## src/sv/sprite_page_shift_lcd_streamer_unit_macros.svh

```systemverilog
// Assertion macros shared by the sprite streamer modules.
`ifndef SPRITE_PAGE_SHIFT_LCD_STREAMER_UNIT_MACROS_SVH
`define SPRITE_PAGE_SHIFT_LCD_STREAMER_UNIT_MACROS_SVH

`ifndef SYNTHESIS

// Same-cycle implication, checked out of reset.
`define SPS_ASSERT_NOW(lbl, clk, rst_n, ante, cons) \
    lbl: assert property (@(posedge clk) disable iff (!(rst_n)) (ante) |-> (cons)) \
        else $error("sps assertion failed");

// Next-cycle implication, checked out of reset.
`define SPS_ASSERT_NEXT(lbl, clk, rst_n, ante, cons) \
    lbl: assert property (@(posedge clk) disable iff (!(rst_n)) (ante) |=> (cons)) \
        else $error("sps assertion failed");

`else

`define SPS_ASSERT_NOW(lbl, clk, rst_n, ante, cons)
`define SPS_ASSERT_NEXT(lbl, clk, rst_n, ante, cons)

`endif

`endif

```

## src/sv/sps_pkg.sv

```systemverilog
// Types, codes and helper functions of the sprite streamer.
`timescale 1ns / 1ps
package sps_pkg;

    // input item kinds
    localparam logic KIND_START  = 1'b0;
    localparam logic KIND_COLUMN = 1'b1;

    // LCD command bytes of the address header
    localparam logic [7:0] CMD_COL_HIGH = 8'h10;
    localparam logic [7:0] CMD_PAGE     = 8'hB0;

    // column item after classification, waiting for its store read
    typedef struct packed {
        logic       hdr;
        logic [2:0] col_hi;
        logic [3:0] col_lo;
        logic [7:0] page_byte;
        logic [7:0] cur_lo;
        logic [7:0] cur_hi;
        logic [2:0] off;
        logic       use_prev;
        logic       last;
    } sps_cmd_t;

    // queue entry: one column, optional header plus shifted pair
    typedef struct packed {
        logic       hdr;
        logic [2:0] col_hi;
        logic [3:0] col_lo;
        logic [7:0] page_byte;
        logic [7:0] data_lo;
        logic [7:0] data_hi;
        logic       last;
    } sps_entry_t;

    // (prev >> (8-off)) | (cur << off), off = 0 gives cur
    function automatic logic [7:0] shift_pair(input logic [7:0] prev,
                                              input logic [7:0] cur,
                                              input logic [2:0] off);
        logic [15:0] joined;
        joined = {cur, prev} << off;
        return joined[15:8];
    endfunction

endpackage

```

## src/sv/sps_ram.sv

```systemverilog
// Generic single-write, single-read RAM with registered read-first output.
`timescale 1ns / 1ps
module sps_ram #(
    parameter int WIDTH = 16,
    parameter int DEPTH = 128
) (
    input  logic                     aclk,
    input  logic                     wr_en,
    input  logic [$clog2(DEPTH)-1:0] wr_addr,
    input  logic [WIDTH-1:0]         wr_data,
    input  logic                     rd_en,
    input  logic [$clog2(DEPTH)-1:0] rd_addr,
    output logic [WIDTH-1:0]         rd_data
);

    logic [WIDTH-1:0] mem_reg [DEPTH];
    logic [WIDTH-1:0] rd_data_reg;

    // read returns the old word when the same address is written
    always_ff @(posedge aclk) begin
        if (rd_en) begin
            rd_data_reg <= mem_reg[rd_addr];
        end
        if (wr_en) begin
            mem_reg[wr_addr] <= wr_data;
        end
    end

    assign rd_data = rd_data_reg;

endmodule

```

## src/sv/sps_front.sv

```systemverilog
// Front end: sprite state, column classification and previous-page store.
`timescale 1ns / 1ps
`include "sprite_page_shift_lcd_streamer_unit_macros.svh"
module sps_front #(
    parameter int MAX_WIDTH = 128
) (
    input  logic                aclk,
    input  logic                aresetn,
    // bank register
    input  logic                cfg_valid,
    input  logic [4:0]          cfg_data,
    // input items
    input  logic                s_valid,
    output logic                s_ready,
    input  logic                s_kind,
    input  logic [6:0]          s_x_pos,
    input  logic [5:0]          s_y_pos,
    input  logic [7:0]          s_width,
    input  logic [6:0]          s_height,
    input  logic [7:0]          s_plane_low,
    input  logic [7:0]          s_plane_high,
    // to queue
    output logic                q_push,
    output sps_pkg::sps_entry_t q_entry,
    input  logic                q_ready
);

    localparam int AW = $clog2(MAX_WIDTH);

    logic [4:0]        bank_reg;
    logic [6:0]        start_col_reg, start_col_next;
    logic [2:0]        off_reg, off_next;
    logic [7:0]        width_reg, width_next;
    logic [7:0]        col_cnt_reg, col_cnt_next;
    logic [4:0]        page_now_reg, page_now_next;
    logic [4:0]        page_end_reg, page_end_next;
    logic              first_page_reg, first_page_next;
    logic              s1_valid_reg, s1_valid_next;
    sps_pkg::sps_cmd_t s1_cmd_reg, s1_cmd_next;

    logic              accept;
    logic              active;
    logic              in_range;
    logic              page_done;
    logic              col_take;
    logic [7:0]        end_sum;
    logic [15:0]       rd_word;
    logic [7:0]        prev_lo;
    logic [7:0]        prev_hi;

    assign s_ready   = !s1_valid_reg || q_ready;
    assign accept    = s_valid && s_ready;
    assign active    = page_now_reg < page_end_reg;
    assign in_range  = {1'b0, col_cnt_reg} < 9'(MAX_WIDTH);
    assign page_done = col_cnt_reg == (width_reg - 8'd1);
    assign col_take  = accept && (s_kind == sps_pkg::KIND_COLUMN) && active;
    assign end_sum   = 8'(s_y_pos) + 8'(s_height) + 8'd7;

    // sprite state and classification
    always_comb begin
        start_col_next  = start_col_reg;
        off_next        = off_reg;
        width_next      = width_reg;
        col_cnt_next    = col_cnt_reg;
        page_now_next   = page_now_reg;
        page_end_next   = page_end_reg;
        first_page_next = first_page_reg;
        s1_valid_next   = s1_valid_reg && !q_ready;
        s1_cmd_next     = s1_cmd_reg;
        if (accept && (s_kind == sps_pkg::KIND_START)) begin
            start_col_next  = s_x_pos;
            off_next        = s_y_pos[2:0];
            width_next      = s_width;
            col_cnt_next    = 8'd0;
            page_now_next   = {2'b00, s_y_pos[5:3]};
            page_end_next   = end_sum[7:3];
            first_page_next = 1'b1;
        end else if (col_take) begin
            s1_valid_next         = 1'b1;
            s1_cmd_next.hdr       = col_cnt_reg == 8'd0;
            s1_cmd_next.col_hi    = start_col_reg[6:4];
            s1_cmd_next.col_lo    = start_col_reg[3:0];
            s1_cmd_next.page_byte = 8'(page_now_reg) + {bank_reg, 3'b000};
            s1_cmd_next.cur_lo    = s_plane_low;
            s1_cmd_next.cur_hi    = s_plane_high;
            s1_cmd_next.off       = off_reg;
            s1_cmd_next.use_prev  = !first_page_reg && in_range;
            s1_cmd_next.last      = page_done
                                    && ((6'(page_now_reg) + 6'd1) == 6'(page_end_reg));
            if (page_done) begin
                col_cnt_next    = 8'd0;
                page_now_next   = page_now_reg + 5'd1;
                first_page_next = 1'b0;
            end else begin
                col_cnt_next = col_cnt_reg + 8'd1;
            end
        end
    end

    always_ff @(posedge aclk) begin
        if (!aresetn) begin
            bank_reg       <= 5'd0;
            start_col_reg  <= 7'd0;
            off_reg        <= 3'd0;
            width_reg      <= 8'd0;
            col_cnt_reg    <= 8'd0;
            page_now_reg   <= 5'd0;
            page_end_reg   <= 5'd0;
            first_page_reg <= 1'b1;
            s1_valid_reg   <= 1'b0;
        end else begin
            if (cfg_valid) begin
                bank_reg <= cfg_data;
            end
            start_col_reg  <= start_col_next;
            off_reg        <= off_next;
            width_reg      <= width_next;
            col_cnt_reg    <= col_cnt_next;
            page_now_reg   <= page_now_next;
            page_end_reg   <= page_end_next;
            first_page_reg <= first_page_next;
            s1_valid_reg   <= s1_valid_next;
        end
    end

    always_ff @(posedge aclk) begin
        s1_cmd_reg <= s1_cmd_next;
    end

    // previous-page store: read old word and write the new one in the same cycle
    sps_ram #(
        .WIDTH (16),
        .DEPTH (MAX_WIDTH)
    ) u_store (
        .aclk    (aclk),
        .wr_en   (col_take && in_range),
        .wr_addr (col_cnt_reg[AW-1:0]),
        .wr_data ({s_plane_high, s_plane_low}),
        .rd_en   (col_take),
        .rd_addr (col_cnt_reg[AW-1:0]),
        .rd_data (rd_word)
    );

    // shift with the previous page and hand over to the queue
    assign prev_lo = s1_cmd_reg.use_prev ? rd_word[7:0]  : 8'd0;
    assign prev_hi = s1_cmd_reg.use_prev ? rd_word[15:8] : 8'd0;

    assign q_push            = s1_valid_reg && q_ready;
    assign q_entry.hdr       = s1_cmd_reg.hdr;
    assign q_entry.col_hi    = s1_cmd_reg.col_hi;
    assign q_entry.col_lo    = s1_cmd_reg.col_lo;
    assign q_entry.page_byte = s1_cmd_reg.page_byte;
    assign q_entry.data_lo   = sps_pkg::shift_pair(prev_lo, s1_cmd_reg.cur_lo, s1_cmd_reg.off);
    assign q_entry.data_hi   = sps_pkg::shift_pair(prev_hi, s1_cmd_reg.cur_hi, s1_cmd_reg.off);
    assign q_entry.last      = s1_cmd_reg.last;

    // a stalled column waits with its previous-page bytes intact
    `SPS_ASSERT_NEXT(a_s1_hold, aclk, aresetn, s1_valid_reg && !q_ready,
                     s1_valid_reg && $stable(prev_lo) && $stable(prev_hi) && $stable(s1_cmd_reg))
    // nothing is accepted over a stalled column
    `SPS_ASSERT_NOW(a_no_overrun, aclk, aresetn, s1_valid_reg && !q_ready, !accept)

endmodule

```

## src/sv/sps_queue.sv

```systemverilog
// Two-entry queue between front and back end.
`timescale 1ns / 1ps
`include "sprite_page_shift_lcd_streamer_unit_macros.svh"
module sps_queue (
    input  logic                aclk,
    input  logic                aresetn,
    input  logic                push,
    input  sps_pkg::sps_entry_t push_entry,
    output logic                ready,
    input  logic                pop,
    output logic                valid,
    output sps_pkg::sps_entry_t head
);

    sps_pkg::sps_entry_t slot_reg [2];
    logic                wr_ptr_reg, wr_ptr_next;
    logic                rd_ptr_reg, rd_ptr_next;
    logic [1:0]          count_reg, count_next;

    assign ready = count_reg != 2'd2;
    assign valid = count_reg != 2'd0;
    assign head  = slot_reg[rd_ptr_reg];

    // pointer and fill bookkeeping
    always_comb begin
        wr_ptr_next = push ? !wr_ptr_reg : wr_ptr_reg;
        rd_ptr_next = pop  ? !rd_ptr_reg : rd_ptr_reg;
        count_next  = count_reg + 2'(push) - 2'(pop);
    end

    always_ff @(posedge aclk) begin
        if (!aresetn) begin
            wr_ptr_reg <= 1'b0;
            rd_ptr_reg <= 1'b0;
            count_reg  <= 2'd0;
        end else begin
            wr_ptr_reg <= wr_ptr_next;
            rd_ptr_reg <= rd_ptr_next;
            count_reg  <= count_next;
        end
    end

    always_ff @(posedge aclk) begin
        if (push) begin
            slot_reg[wr_ptr_reg] <= push_entry;
        end
    end

    // pointers stay consistent with the fill count
    `SPS_ASSERT_NOW(a_ptr_fill, aclk, aresetn, count_reg == 2'd0 || count_reg == 2'd2,
                    wr_ptr_reg == rd_ptr_reg)
    `SPS_ASSERT_NOW(a_no_overflow, aclk, aresetn, 1'b1,
                    !(push && !ready) && !(pop && !valid))

endmodule

```

## src/sv/sps_back.sv

```systemverilog
// Back end: turns queue entries into header and data items on the output.
`timescale 1ns / 1ps
`include "sprite_page_shift_lcd_streamer_unit_macros.svh"
module sps_back (
    input  logic                aclk,
    input  logic                aresetn,
    input  logic                q_valid,
    input  sps_pkg::sps_entry_t q_head,
    output logic                q_pop,
    output logic                m_valid,
    input  logic                m_ready,
    output logic                m_is_header,
    output logic [7:0]          m_byte_one,
    output logic [7:0]          m_byte_two,
    output logic [7:0]          m_byte_three,
    output logic                m_last
);

    logic       m_valid_reg, m_valid_next;
    logic       hdr_sent_reg, hdr_sent_next;
    logic       is_header_reg, is_header_next;
    logic [7:0] byte_one_reg, byte_one_next;
    logic [7:0] byte_two_reg, byte_two_next;
    logic [7:0] byte_three_reg, byte_three_next;
    logic       last_reg, last_next;
    logic       load;
    logic       send_hdr;

    assign load     = (!m_valid_reg || m_ready) && q_valid;
    assign send_hdr = q_head.hdr && !hdr_sent_reg;
    assign q_pop    = load && !send_hdr;

    // output register: header first when the column opens a page
    always_comb begin
        m_valid_next    = m_valid_reg && !m_ready;
        hdr_sent_next   = hdr_sent_reg;
        is_header_next  = is_header_reg;
        byte_one_next   = byte_one_reg;
        byte_two_next   = byte_two_reg;
        byte_three_next = byte_three_reg;
        last_next       = last_reg;
        if (load) begin
            m_valid_next = 1'b1;
            if (send_hdr) begin
                hdr_sent_next   = 1'b1;
                is_header_next  = 1'b1;
                byte_one_next   = sps_pkg::CMD_COL_HIGH | {5'd0, q_head.col_hi};
                byte_two_next   = {4'd0, q_head.col_lo};
                byte_three_next = sps_pkg::CMD_PAGE | q_head.page_byte;
                last_next       = 1'b0;
            end else begin
                hdr_sent_next   = 1'b0;
                is_header_next  = 1'b0;
                byte_one_next   = q_head.data_lo;
                byte_two_next   = q_head.data_hi;
                byte_three_next = 8'd0;
                last_next       = q_head.last;
            end
        end
    end

    always_ff @(posedge aclk) begin
        if (!aresetn) begin
            m_valid_reg  <= 1'b0;
            hdr_sent_reg <= 1'b0;
        end else begin
            m_valid_reg  <= m_valid_next;
            hdr_sent_reg <= hdr_sent_next;
        end
    end

    always_ff @(posedge aclk) begin
        is_header_reg  <= is_header_next;
        byte_one_reg   <= byte_one_next;
        byte_two_reg   <= byte_two_next;
        byte_three_reg <= byte_three_next;
        last_reg       <= last_next;
    end

    assign m_valid      = m_valid_reg;
    assign m_is_header  = is_header_reg;
    assign m_byte_one   = byte_one_reg;
    assign m_byte_two   = byte_two_reg;
    assign m_byte_three = byte_three_reg;
    assign m_last       = last_reg;

    // a header taken is followed straight away by its data pair
    `SPS_ASSERT_NEXT(a_hdr_then_data, aclk, aresetn, m_valid_reg && m_ready && is_header_reg,
                     m_valid_reg && !is_header_reg)
    // while a header is out, its column entry stays at the queue head
    `SPS_ASSERT_NOW(a_hdr_holds_entry, aclk, aresetn, hdr_sent_reg, q_valid && q_head.hdr)

endmodule

```

## src/sv/sprite_page_shift_lcd_streamer_unit.sv

```systemverilog
// Top level of the page-mode LCD sprite streamer with vertical shift.
//
//  channel  | direction | handshake          | payload
//  ---------+-----------+--------------------+---------------------------------------
//  s_       | in        | s_tvalid/s_tready  | tuser kind; tdata sprite or column
//  m_       | out       | m_tvalid/m_tready  | tuser is_header; tlast; tdata 3 bytes
//  cfg_     | in        | cfg_valid/cfg_ready| cfg_data page_bank
//
// One input item is taken per cycle while the output keeps up; a column that
// opens a page yields two output items, header then data, others one.
// A column item passes the store read, the queue and the output register
// before its first output item; the single-port-write line store
// is read and written in the acceptance cycle.
// aresetn is synchronous; the line store is not cleared, the first page
// never uses what it reads. A stalled output backs up through a two-entry queue.
`timescale 1ns / 1ps
module sprite_page_shift_lcd_streamer_unit #(
    parameter int MAX_WIDTH = 128
) (
    input  logic        aclk,
    input  logic        aresetn,
    // configuration
    input  logic        cfg_valid,
    output logic        cfg_ready,
    input  logic [4:0]  cfg_data,
    // input items
    input  logic        s_tvalid,
    output logic        s_tready,
    input  logic [47:0] s_tdata,   // x_pos[6:0], y_pos[12:7], width[20:13],
                                   // height[27:21], plane_low[35:28],
                                   // plane_high[43:36], zero[47:44]
    input  logic        s_tuser,   // kind
    // result items
    output logic        m_tvalid,
    input  logic        m_tready,
    output logic [23:0] m_tdata,   // byte_one[7:0], byte_two[15:8], byte_three[23:16]
    output logic        m_tuser,   // is_header
    output logic        m_tlast    // last
);

    sps_pkg::sps_entry_t q_entry;
    sps_pkg::sps_entry_t q_head;
    logic                q_push;
    logic                q_ready;
    logic                q_pop;
    logic                q_valid;

    assign cfg_ready = 1'b1;

    sps_front #(
        .MAX_WIDTH (MAX_WIDTH)
    ) u_front (
        .aclk         (aclk),
        .aresetn      (aresetn),
        .cfg_valid    (cfg_valid),
        .cfg_data     (cfg_data),
        .s_valid      (s_tvalid),
        .s_ready      (s_tready),
        .s_kind       (s_tuser),
        .s_x_pos      (s_tdata[6:0]),
        .s_y_pos      (s_tdata[12:7]),
        .s_width      (s_tdata[20:13]),
        .s_height     (s_tdata[27:21]),
        .s_plane_low  (s_tdata[35:28]),
        .s_plane_high (s_tdata[43:36]),
        .q_push       (q_push),
        .q_entry      (q_entry),
        .q_ready      (q_ready)
    );

    sps_queue u_queue (
        .aclk       (aclk),
        .aresetn    (aresetn),
        .push       (q_push),
        .push_entry (q_entry),
        .ready      (q_ready),
        .pop        (q_pop),
        .valid      (q_valid),
        .head       (q_head)
    );

    sps_back u_back (
        .aclk         (aclk),
        .aresetn      (aresetn),
        .q_valid      (q_valid),
        .q_head       (q_head),
        .q_pop        (q_pop),
        .m_valid      (m_tvalid),
        .m_ready      (m_tready),
        .m_is_header  (m_tuser),
        .m_byte_one   (m_tdata[7:0]),
        .m_byte_two   (m_tdata[15:8]),
        .m_byte_three (m_tdata[23:16]),
        .m_last       (m_tlast)
    );

endmodule

```

## config.mk

```make
export PLATFORM = sky130hd
export DESIGN_NAME = sprite_page_shift_lcd_streamer_unit
export DESIGN_NICKNAME = d
export VERILOG_FILES = /design/src/sv/sps_pkg.sv /design/src/sv/sps_ram.sv /design/src/sv/sps_front.sv /design/src/sv/sps_queue.sv /design/src/sv/sps_back.sv /design/src/sv/sprite_page_shift_lcd_streamer_unit.sv
export VERILOG_INCLUDE_DIRS = /design/src /design/src/sv
export SDC_FILE = /design/constraint.sdc
export NUM_CORES = 2
export LEC_CHECK = 0
export ABC_AREA = 1
export BUFFER_PORTS_ARGS = -buffer_cell sky130_fd_sc_hd__buf_2
export CELL_PAD_IN_SITES_DETAIL_PLACEMENT = 1
export CELL_PAD_IN_SITES_GLOBAL_PLACEMENT = 1
export CORE_MARGIN = 5
export CORE_UTILIZATION = 45
export DETAILED_ROUTE_END_ITERATION = 8
export PLACE_DENSITY_LB_ADDON = 0.08
export REMOVE_ABC_BUFFERS = 1
export SYNTH_ARGS = -nofsm -noshare
export SYNTH_HDL_FRONTEND = slang
export SYNTH_SLANG_ARGS = --single-unit
```

## constraint.sdc

```tcl
create_clock -name aclk -period 3.75 [get_ports aclk]
set_input_delay 0.5625 -clock aclk [delete_from_list [all_inputs] [get_ports aclk]]
set_output_delay 0.5625 -clock aclk [all_outputs]
set_load 0.05 [all_outputs]
```

==> impl_metrics.json <==
{
  "worst_slew_pin_slew_ns": 1.21,
  "cpMaxStageDelayCell": "dfxtp_4",
  "fillers": 18700,
  "final_nets": 7585,
  "die_w_um": 433,
  "wl_per_cell_um": 25.6,
  "vias": 54900,
  "gp_congestion": 0.844,
  "critical_path.top_delay_family": "simple AND/OR/NAND/NOR gates",
  "cts_htree_levels": 4,
  "worstSetupPathType": "reg2reg",
  "yosysUniqueCellTypes": 42,
  "finalPower_mw": 49.2,
  "grt-busiest-layer": "met2",
  "setup_tns_ns": 0,
  "post-route-period-util_pct": 92.5,
  "hold_path.class": "in2reg",
  "synth_area_per_cell_um2": 11.2,
  "grt_overflow": 0,
  "ios": 88,
  "powerDensity_nw_per_um2": 534,
  "ys.flop_type": "edfxtp_1",
  "fin_skew_ns": 0.0418,
  "ys_seq_area_share_pct": 73.0,
  "synth_edf_count": 1923,
  "setup_viol": 0,
  "synth_top_area_share_pct": 71.8,
  "cts_buffer_depth": 3,
  "synth_area_leaders": "edfxtp_1, nand2_1, a21oi_1",
  "vdd_drop_max_v": 0.000541,
  "drive_gt1_share_pct": 9.84,
  "synth_area_um2": 80400,
  "clkPwrFrac_pct": 41.3,
  "die_area_um2": 187000,
  "rsz0062_at_grt": "no",
  "drt.antenna.violating_nets": 0,
  "core_um2": 178000,
  "cts_made_buffers": 209,
  "std_cell_rows": 155,
  "multi_input_area_um2": 19500,
  "grt_max_degree": 130,
  "p_leak_nw": 35.1,
  "die_h_um": 433,
  "yosysTopAreaCell": "edfxtp_1",
  "drv_slew": 0,
  "via_per_inst": 5.48,
  "cp.required_ns": 4.30,
  "use_met2_pct": 45.6,
  "ys_warn_count": 0,
  "crit_arrival_ns": 4.02,
  "timing.critical_path.buf_inv": 4,
  "p_comb_share_pct": 8.5,
  "min_period_ns": 3.47,
  "slew_headroom_pct": 19.0,
  "cts_resized": 0,
  "grt_pass1_wl_um": 373000,
  "firstDrtPassIters": 5,
  "path_clk_slew_ns": 0.06,
  "fmaxAchievable_ghz": 0.288,
  "portBuffers": 81,
  "antenna_found_initial": 14,
  "final_hold_viol_count": 0,
  "wl_um": 257000,
  "dpl.hpwl_um": 157000,
  "critPathMaxStageDelay_ns": 0.71,
  "first_global_vias": 55800,
  "ys_seq_elements": 1972,
  "p_int_mw": 37.3,
  "async_flop_share_pct": 0,
  "synthCells": 7194,
  "clock_sinks": 1972,
  "cts-root-buf": "clkbuf_16",
  "end_kind": "flip-flop",
  "p_seq_share_pct": 50.1,
  "drc": 0,
  "use_met1_pct": 37.0,
  "area_delta_synth_final_pct": 14.6,
  "track_usage_pct": 27.1,
  "register_area_um2": 58700,
  "initial_core_util_pct": 45.2,
  "worstPathCellList": "inv_8 > nand3_1 > inv_4 > buf_12 > buf_4 > nand2_1 > nand2_1 > nor2_1 > nand2_1 > nand2_1 > nand2_1 > nand2_1 > nand2_1 > nor2_1 > nand2_1",
  "cts_tree": "done",
  "largest_register_ffs": 1792,
  "clk_latency_ns": 0.84,
  "cap_violations": 0,
  "met3_usage_pct": 3.61,
  "worst_path_most_repeated_cell": "nand2_1",
  "status": "complete, no violations",
  "worstPathMaxFanout": 37,
  "p_sw_share_pct": 24.2,
  "drt_iter0_markers": 5095,
  "power.switching_mw": 11.9,
  "cp-start-kind": "flip-flop"
}
-- placed cells by master, fill, tap and decap left out, drive strengths merged, types with 10 or more instances in the layout --
| cell type | Yosys | routed |
|---|---|---|
| a22oi | 16 | 16 |
| bufinv | 0 | 20 |
| nor2 | 401 | 401 |
| edfxtp | 1923 | 1923 |
| nand3 | 77 | 77 |
| clkbuf | 102 | 274 |
| nand4 | 42 | 42 |
| ha | 23 | 23 |
| inv | 126 | 129 |
| a21oi | 369 | 369 |
| clkinv | 2 | 82 |
| dlygate4sd3 | 0 | 25 |
| a31oi | 10 | 10 |
| buf | 250 | 425 |
| dfxtp | 49 | 49 |
| a22o | 10 | 10 |
| or2 | 25 | 25 |
| o211ai | 10 | 10 |
| mux2i | 13 | 13 |
| o21ai | 223 | 223 |
| nand2 | 3493 | 3493 |
-- what timing repair did --
item | CTS | global route
endpoints found under the hold margin | 24 | 0
buffers inserted | 0 | 0
hold buffers | 25 | 0
-- worst register-to-register path: stages (launching register included) --
cell and delay [ns]:
dfxtp_4 0.71, inv_8 0.35, nand3_1 0.23, inv_4 0.17
buf_12 0.22, buf_4 0.18, nand2_1 0.06, nand2_1 0.05
nor2_1 0.09, nand2_1 0.06, nand2_1 0.26, nand2_1 0.10
nand2_1 0.07, nand2_1 0.06, nor2_1 0.44, nand2_1 0.14
-- metrics by stage --
step	setup slack (ns)	hold WS, ns	std cells	area, um^2	util [%]
global placement	0.425	0.423	9622	85200	47.9
detailed placement	0.347	0.425	9622	85200	47.9
floorplan	-25.73	0.409	6842	78600	-
finish	0.280	0.0675	10000	92100	51.7
CTS	0.357	0.00359	10000	92100	51.7
global route	0.265	0.0458	10000	92100	51.7
-- kinds of logic (layout without fill, tap and decap cells) --
group	count (synthesis)	in the layout	share of synthesized area, %
buffers and inverters	480	956	2.79
and+or+nand+nor	4045	4045	19.3
DFF	1972	1972	73.0
other	1	3	0.00466
AOI/OAI and AO/OA	647	647	4.20
muxes	13	13	0.162
xor gates and xnor gates	13	13	0.142
adders and majority gates	23	23	0.358
-- power by group through the flow --
stage               clock, mW  combinational [mW]  sequential [mW]
global route             21.6                4.61             24.7
finish                   20.3                4.20             24.7
floorplan                   0                2.11             25.7
global placement            0                4.10             25.1
CTS                      20.7                4.25             24.7
detailed placement          0                4.20             25.1
-- layout make-up --
cell class / count / area share [%]
clock buffers: 274 / 6.03
repair buffers: 450 / 4.15
well taps: 2355 / 3.20
flip-flops and latches: 1972 / 63.8
diodes: 2 / 0.00543
multi-input cells: 4742 / 21.1
inverters: 128 / 0.554
clock inverters: 104 / 1.16
-- synth_stat cells (22+ instances only) --
| cell | instances |
|---|---|
| nand2_1 | 3487 |
| edfxtp_1 | 1923 |
| nor2_1 | 394 |
| a21oi_1 | 369 |
| buf_2 | 187 |
| inv_1 | 113 |
| o21ai_0 | 112 |
| o21ai_1 | 111 |
| clkbuf_1 | 102 |
| nand3_1 | 76 |
| dfxtp_1 | 49 |
| nand4_1 | 42 |
| buf_4 | 32 |
| ha_1 | 23 |
| or2_2 | 22 |
-- final timing paths --
kind	cells after the start	start	end	slack, ns
max reg2reg	15	u_front.col_cnt_reg[0]	u_front.u_store.rd_data[10]	0.28
min reg2reg	0	u_front.off_reg[2]	u_front.s1_cmd_reg[4]	0.44
max	15	u_front.col_cnt_reg[0]	u_front.u_store.rd_data[10]	0.28
min	3	aresetn	u_queue.count_reg[0]	0.07
-- layer usage --
metal / up-vias / wire [um]
li1: 24800 / -
met1: 28000 / 110000
met2: 1614 / 124000
met3: 392 / 15000
met4: 2 / 8240
met5: - / 11
Note: power is estimated with default switching activity, not from simulation.
